--- config.mk ---
export PLATFORM = sky130hd
export DESIGN_NAME = moc_ram
export DESIGN_NICKNAME = d
export VERILOG_FILES = /design/src/rtl/moc_ram.sv
export SDC_FILE = /design/constraint.sdc
export NUM_CORES = 1
export LEC_CHECK = 0
export ABC_AREA = 1
export BUFFER_PORTS_ARGS = -buffer_cell sky130_fd_sc_hd__buf_2
export CAP_MARGIN = 20
export CORE_ASPECT_RATIO = 0.75
export CORE_UTILIZATION = 40
export DETAILED_ROUTE_END_ITERATION = 7
export PLACE_DENSITY = 0.56
export SYNTH_ARGS = -nofsm -noshare
export SYNTH_HDL_FRONTEND = slang
export SYNTH_SLANG_ARGS = --single-unit
--- constraint.sdc ---
create_clock -name clk_i -period 1.61 [get_ports clk_i]
set_input_delay 0 -clock clk_i [delete_from_list [all_inputs] [get_ports clk_i]]
set_output_delay 0 -clock clk_i [all_outputs]
set_load 0.01 [all_outputs]
--- src/rtl/moc_ram.sv ---
module moc_ram #(
  parameter int WIDTH = 8,
  parameter int DEPTH = 16,
  localparam int AW = (DEPTH > 1) ? $clog2(DEPTH) : 1
) (
  input  logic             clk_i,
  input  logic             we_i,
  input  logic [AW-1:0]    waddr_i,
  input  logic [WIDTH-1:0] wdata_i,
  input  logic [AW-1:0]    raddr_i,
  output logic [WIDTH-1:0] rdata_o
);

  logic [WIDTH-1:0] mem_q [DEPTH];
  logic [WIDTH-1:0] rdata_q;

  always_ff @(posedge clk_i) begin
    if (we_i) begin
      mem_q[waddr_i] <= wdata_i;
    end
    rdata_q <= mem_q[raddr_i];
  end

  assign rdata_o = rdata_q;

endmodule

==> results of run 1 <==
==> metrics by stage <==
step	cell area (sq um)	utilization, %	power (mW)
floorplan	5770	-	4.34
global placement	6110	44.0	4.55
detailed placement	6110	44.0	4.55
CTS	6800	49.0	9.05
global route	6800	49.0	9.25
finish	6800	49.0	8.99
==> metal layers <==
layer / track usage, % / up-vias / part of all wire, %
met5: 0 / - / 0
met4: 7.38 / 0 / 1.4
met3: 4.73 / 13 / 6.8
met2: 26.6 / 135 / 40
met1: 31.1 / 1832 / 51
li1: - / 1854 / -
==> kinds of logic (layout without fill, tap and decap cells) <==
kind of cell | after synthesis | count (layout) | synth area share (%)
buf+inv | 126 | 182 | 9.52
flops | 136 | 136 | 69.4
simple gates | 289 | 289 | 21.0
==> worst max-delay path, delay by kind of cell, from the launching register on <==
| kind | cells | cell delay (ns) |
|---|---|---|
| buffers and inverters | 1 | 0.06 |
| DFF | 1 | 0.37 |
| and+or+nand+nor | 5 | 0.53 |
==> how the worst max path moves through the flow <==
stage	startpoint	endpoint	slack, ns	cells past startpoint
2_1_floorplan	waddr_i[2]	mem_q[10][0]$_DFFE_PP_	0.66	2
3_5_place_dp	raddr_i[0]	rdata_o[7]$_DFF_P_	0.43	8
5_1_grt	mem_q[9][0]$_DFFE_PP_	rdata_o[0]$_DFF_P_	0.47	6
6_report	mem_q[9][7]$_DFFE_PP_	rdata_o[7]$_DFF_P_	0.53	6
4_1_cts	mem_q[9][7]$_DFFE_PP_	rdata_o[7]$_DFF_P_	0.55	6
3_3_place_gp	raddr_i[1]	rdata_o[0]$_DFF_P_	0.44	6
==> placed cells by master, fill, tap and decap left out, drive strengths merged <==
cell / instances
buf: 47
bufinv: 7
clkbuf: 18
clkinv: 6
clkinvlp: 1
dfxtp: 8
dlygate4sd3: 1
edfxtp: 128
inv: 102
nand2: 173
nand3: 97
nand3b: 2
nor2: 17
==> report_power, final <==
part / internal, mW / switching, mW
clock network: 3.05 / 1.46
registers: 3.96 / 0.0292
logic: 0.140 / 0.354
==> area by class of cell <==
class                   count  area [sq um]  area share [%]
repair buffers             48           300            4.42
flip-flops and latches    136          4000            58.9
inverters                 102           383            5.63
clock buffers              18           429            6.31
clock inverters            14           253            3.72
multi-input cells         289          1210            17.8
well taps                 175           219            3.22
==> Yosys cell counts <==
| library cell | number | area share, % |
|---|---|---|
| buf_4 | 4 | 0.52 |
| buf_2 | 13 | 1.1 |
| nand2_1 | 173 | 11 |
| buf_6 | 6 | 1.2 |
| nand3_1 | 97 | 8.4 |
| dfxtp_1 | 8 | 2.8 |
| inv_2 | 2 | 0.13 |
| buf_1 | 1 | 0.065 |
| edfxtp_1 | 128 | 67 |
| nand3b_1 | 2 | 0.26 |
| nor2_1 | 17 | 1.1 |
| inv_1 | 100 | 6.5 |
==> state kept, by name, indices dropped and copies added (netlist names) <==
name,cells
rdata_o,8
mem_q,128
==> results.toml, run 1 <==
[setup_path]
required_ns = 1.91
crit_arrival_ns = 1.38
worst_path_most_repeated_cell = "nand3_1"
reg2reg_depth = 6
crit_slowest_cell = "edfxtp_1"
end_kind = "flip-flop"
criticalPathCategory = "flip-flop to flip-flop"
reg2reg_slack_ns = 0.53
rr_endpoint = "rdata_o[7]$_DFF_P_"
r2r-start = "mem_q[9][7]$_DFFE_PP_"
worst_setup_path_start_kind = "flip-flop"
path_max_fanout = 1
cp_cell_sequence = "inv_1 -> nand2_1 -> nand3_1 -> nand3_1 -> nand3_1 -> nand2_1"
cpPeakStageDelay_ns = 0.37

[cts]
clock_latency_ns = 0.42
post_cts_resized = 0
cts_buffer_depth = 2
htreeDepth = 4
ctsHoldBuffers = 1
cts.sinks = 136
clock-root-buffer = "clkbuf_16"
post-cts-setup-buffers = 0
numCtsBuffers = 17
cts_tree = "built"
clk_pin_slew_worst_paths_ns = 0.06

[route]
drt_wl_total_microns = 13700
ant_nets = 0
drt_iter0_drc = 281
vias = 3834
route.detailed.drc = 0
firstDrtPassIters = 8
wl_per_cell_microns = 17.5
viasPerCell = 4.90

[power]
power_density_nw_per_um2 = 1320
cellLeakagePower_nw = 2.96
ir_drop_uv = 732

[grt]
overflow = 0
antenna_found_initial = 0
grt_pass1_wl_microns = 21200
grt_max_degree = 35
grt_pass1_vias = 3621
track_usage_pct = 20.0

[timing]
totalNegativeSetupSlack_ns = 0
min_period_over_period_pct = 67.1
slew-limit-headroom_pct = 59.2
setup_slack_ns = 0.530
finalHoldViolCount = 0
hold_slack_ns = 0.00631
tightest_slew_ns = 0.611
slew_violations = 0
period_needed_ns = 1.08
grt_setup_unrepaired = "no"
clock_skew_ns = 0.0123
fmax_mhz = 926
finalSetupViolCount = 0

[cells_and_area]
fill_cells = 1280
drive_gt1_share_pct = 12.9
final_cells = 782
antenna_cells = 0
areaGrowthSynthToFinish_pct = 17.9
fin_nets = 612

[worst_hold_path]
holdPathEnd = "mem_q[8][2]$_DFFE_PP_"
min-delay-start = "wdata_i[2]"
hold_depth = 1
hold_class = "primary input to flip-flop"

[flow_run]
cap_violations = 0

[placement]
pre_cts_ws_ns = 0.427
dp_hpwl_microns = 8520
place_congestion = 0.763
io_buffers = 25
dpl.cell_count = 749

[synth]
ys_types = 12
synth_seq_cells = 136
seq_area_frac_synth_pct = 69.4
syn_inst = 551
synth_nets = 569
syn-cell-area_sq_um = 5770
synth.avg_cell_area_sq_um = 10.5
yosysWarnings = 0

[floorplan]
start_util_pct = 41.5
die_w_microns = 141
die-area_sq_um = 14900
row_count = 37
core-area_sq_um = 13900
die_y_microns = 106
io_pins = 26

[outcome]
outcome = "completed"
No activity file was read; power rests on OpenSTA's default activity.
==> inputs of run 2 (changes only) <==
==> constraint.sdc (replaced) <==
create_clock -name clk_i -period 1 [get_ports clk_i]
set_input_delay 0 -clock clk_i [delete_from_list [all_inputs] [get_ports clk_i]]
set_output_delay 0 -clock clk_i [all_outputs]
set_load 0.01 [all_outputs]
==> run 2 against run 1 <==
Against the previous run:
- combinational power rose by 86%
- flip-flop and latch count did not move
- non-clock buffer count rose by 10
- largest power group is now registers
==> results.toml, run 2 (synthesis gave the netlist of run 1 again) <==
[timing]
slew-limit-headroom_pct = 71.7
fmax_mhz = 1030
tightest_slew_ns = 0.425
setup_slack_ns = 0.0273
min_period_over_period_pct = 97.3
grt_setup_unrepaired = "yes"
period_needed_ns = 0.973
finalHoldViolCount = 0
clock_skew_ns = 0.00766
finalSetupViolCount = 0
slew_violations = 0

[setup_path]
r2r-start = "mem_q[11][5]$_DFFE_PP_"
cp_cell_sequence = "buf_2"
end_kind = "primary output"
required_ns = 1.00
path_max_fanout = 1
cpPeakStageDelay_ns = 0.39
reg2reg_slack_ns = 0.05
cp.depth = 1
path_buf_inv = 1
rr_endpoint = "rdata_o[5]$_DFF_P_"
reg2reg_depth = 6
crit_arrival_ns = 0.97
crit_slowest_cell = "dfxtp_1"
worstSetupStartpoint = "rdata_o[3]$_DFF_P_"
worst_setup_path_start_kind = "flip-flop"
criticalPathCategory = "flip-flop to primary output"
endpoint = "rdata_o[3]"
crit_family = "flip-flops"

[cts]
htreeDepth = 4
ctsHoldBuffers = 0
clock-root-buffer = "clkbuf_16"
numCtsBuffers = 17
post-cts-setup-buffers = 0
cts_tree = "built"
clock_latency_ns = 0.41
clk_pin_slew_worst_paths_ns = 0.06
cts_buffer_depth = 2
cts.sinks = 136

[placement]
dp_hpwl_microns = 8790
io_buffers = 25
placed_cell_area_sq_um = 6280
place_congestion = 0.784
pre_cts_ws_ns = -0.132

[floorplan]
die-area_sq_um = 14900
die_w_microns = 141
die_y_microns = 106
io_pins = 26
start_util_pct = 41.5
core-area_sq_um = 13900
row_count = 37

[power]
p_int_mw = 10.3
clkPwrFrac_pct = 44.8
power_density_nw_per_um2 = 1910
p_sw_mw = 2.98
ir_drop_uv = 1270
seqPwrFrac_pct = 48.3
cellLeakagePower_nw = 3.04
sw_frac_of_total_pct = 22.4
combinationalPowerShare_pct = 6.9

[route]
wl_per_cell_microns = 17.3
route.detailed.drc = 0
ant_nets = 0
viasPerCell = 4.91
drt_iter0_drc = 277
drt_wl_total_microns = 13700
firstDrtPassIters = 5
vias = 3891

[cells_and_area]
multi_input_area_sq_um = 1340
largest_register = "mem_q"
largest_reg_flops = 128
fin_nets = 622
antenna_cells = 0
fill_cells = 1239
stdcell_area_sq_um = 6970
areaGrowthSynthToFinish_pct = 20.8
layout_commonest_cell = "nand2_1"
drive_gt1_share_pct = 18.8
final_cell_mix = "172 x nand2_1, 128 x edfxtp_1, 100 x inv_1, 72 x nand3_1, 26 x buf_4"
seq_area_sq_um = 4000

[worst_hold_path]
hold_class = "primary input to flip-flop"

[grt]
grt_pass1_wl_microns = 21000
antenna_found_initial = 0
grt_pass1_vias = 3658
overflow = 0
track_usage_pct = 19.8
grt_max_degree = 33

[outcome]
outcome = "completed"

[flow_run]
cap_violations = 0
run 2: cell type report:
type / instances / area share, %
Sequential cell: 136 / 57.5
Clock buffer: 17 / 6.11
Inverter: 102 / 5.49
Tap cell: 175 / 3.14
Multi-Input combinational cell: 289 / 19.2
Clock inverter: 15 / 1.94
Timing Repair Buffer: 58 / 6.61
run 2: power by group through the flow:
| stage | logic, mW | registers [mW] | clock network (mW) |
|---|---|---|---|
| floorplan | 0.450 | 6.54 | 0 |
| global placement | 0.864 | 6.54 | 0 |
| detailed placement | 0.871 | 6.54 | 0 |
| CTS | 0.882 | 6.42 | 6.03 |
| global route | 1.01 | 6.43 | 6.22 |
| finish | 0.918 | 6.42 | 5.95 |
run 2: stage by stage:
| stage | hold WS, ns | power, mW | TNS, ns | cells | utilization (%) |
|---|---|---|---|---|---|
| final | 0.0125 | 13.3 | 0 | 792 | 50.2 |
| after global routing | 0.0144 | 13.7 | -0.0271 | 792 | 50.2 |
| after CTS | 0.00111 | 13.3 | 0 | 792 | 49.4 |
| after detailed placement | 0.404 | 7.41 | -2.34 | 760 | 45.2 |
| after global placement | 0.396 | 7.40 | -1.05 | 760 | 45.2 |
| after floorplan | 0.0989 | 6.99 | 0 | 551 | - |
run 2: what timing repair did:
item                                    CTS  global route
endpoints found under the hold margin     0             0
gates resized for setup                   4            22
pin swaps                                 0             8
gates cloned                              0             0
endpoints found under the setup margin    2             8
run 2: routing by layer:
| layer | up-vias | wire (microns) | global-route usage, % |
|---|---|---|---|
| met3 | 9 | 843 | 4.73 |
| li1 | 1877 | - | - |
| met4 | 0 | 109 | 5.36 |
| met5 | - | 0 | 0 |
| met2 | 116 | 5930 | 28.9 |
| met1 | 1889 | 6850 | 29.3 |
run 2: worst min path at each step:
stage,from,end,cells past startpoint
floorplan,wdata_i[0],mem_q[0][0]$_DFFE_PP_,0
global placement,rdata_o[4]$_DFF_P_,rdata_o[4],1
detailed placement,rdata_o[7]$_DFF_P_,rdata_o[7],1
CTS,wdata_i[2],mem_q[0][2]$_DFFE_PP_,1
global route,wdata_i[2],mem_q[3][2]$_DFFE_PP_,1
finish,wdata_i[2],mem_q[15][2]$_DFFE_PP_,1
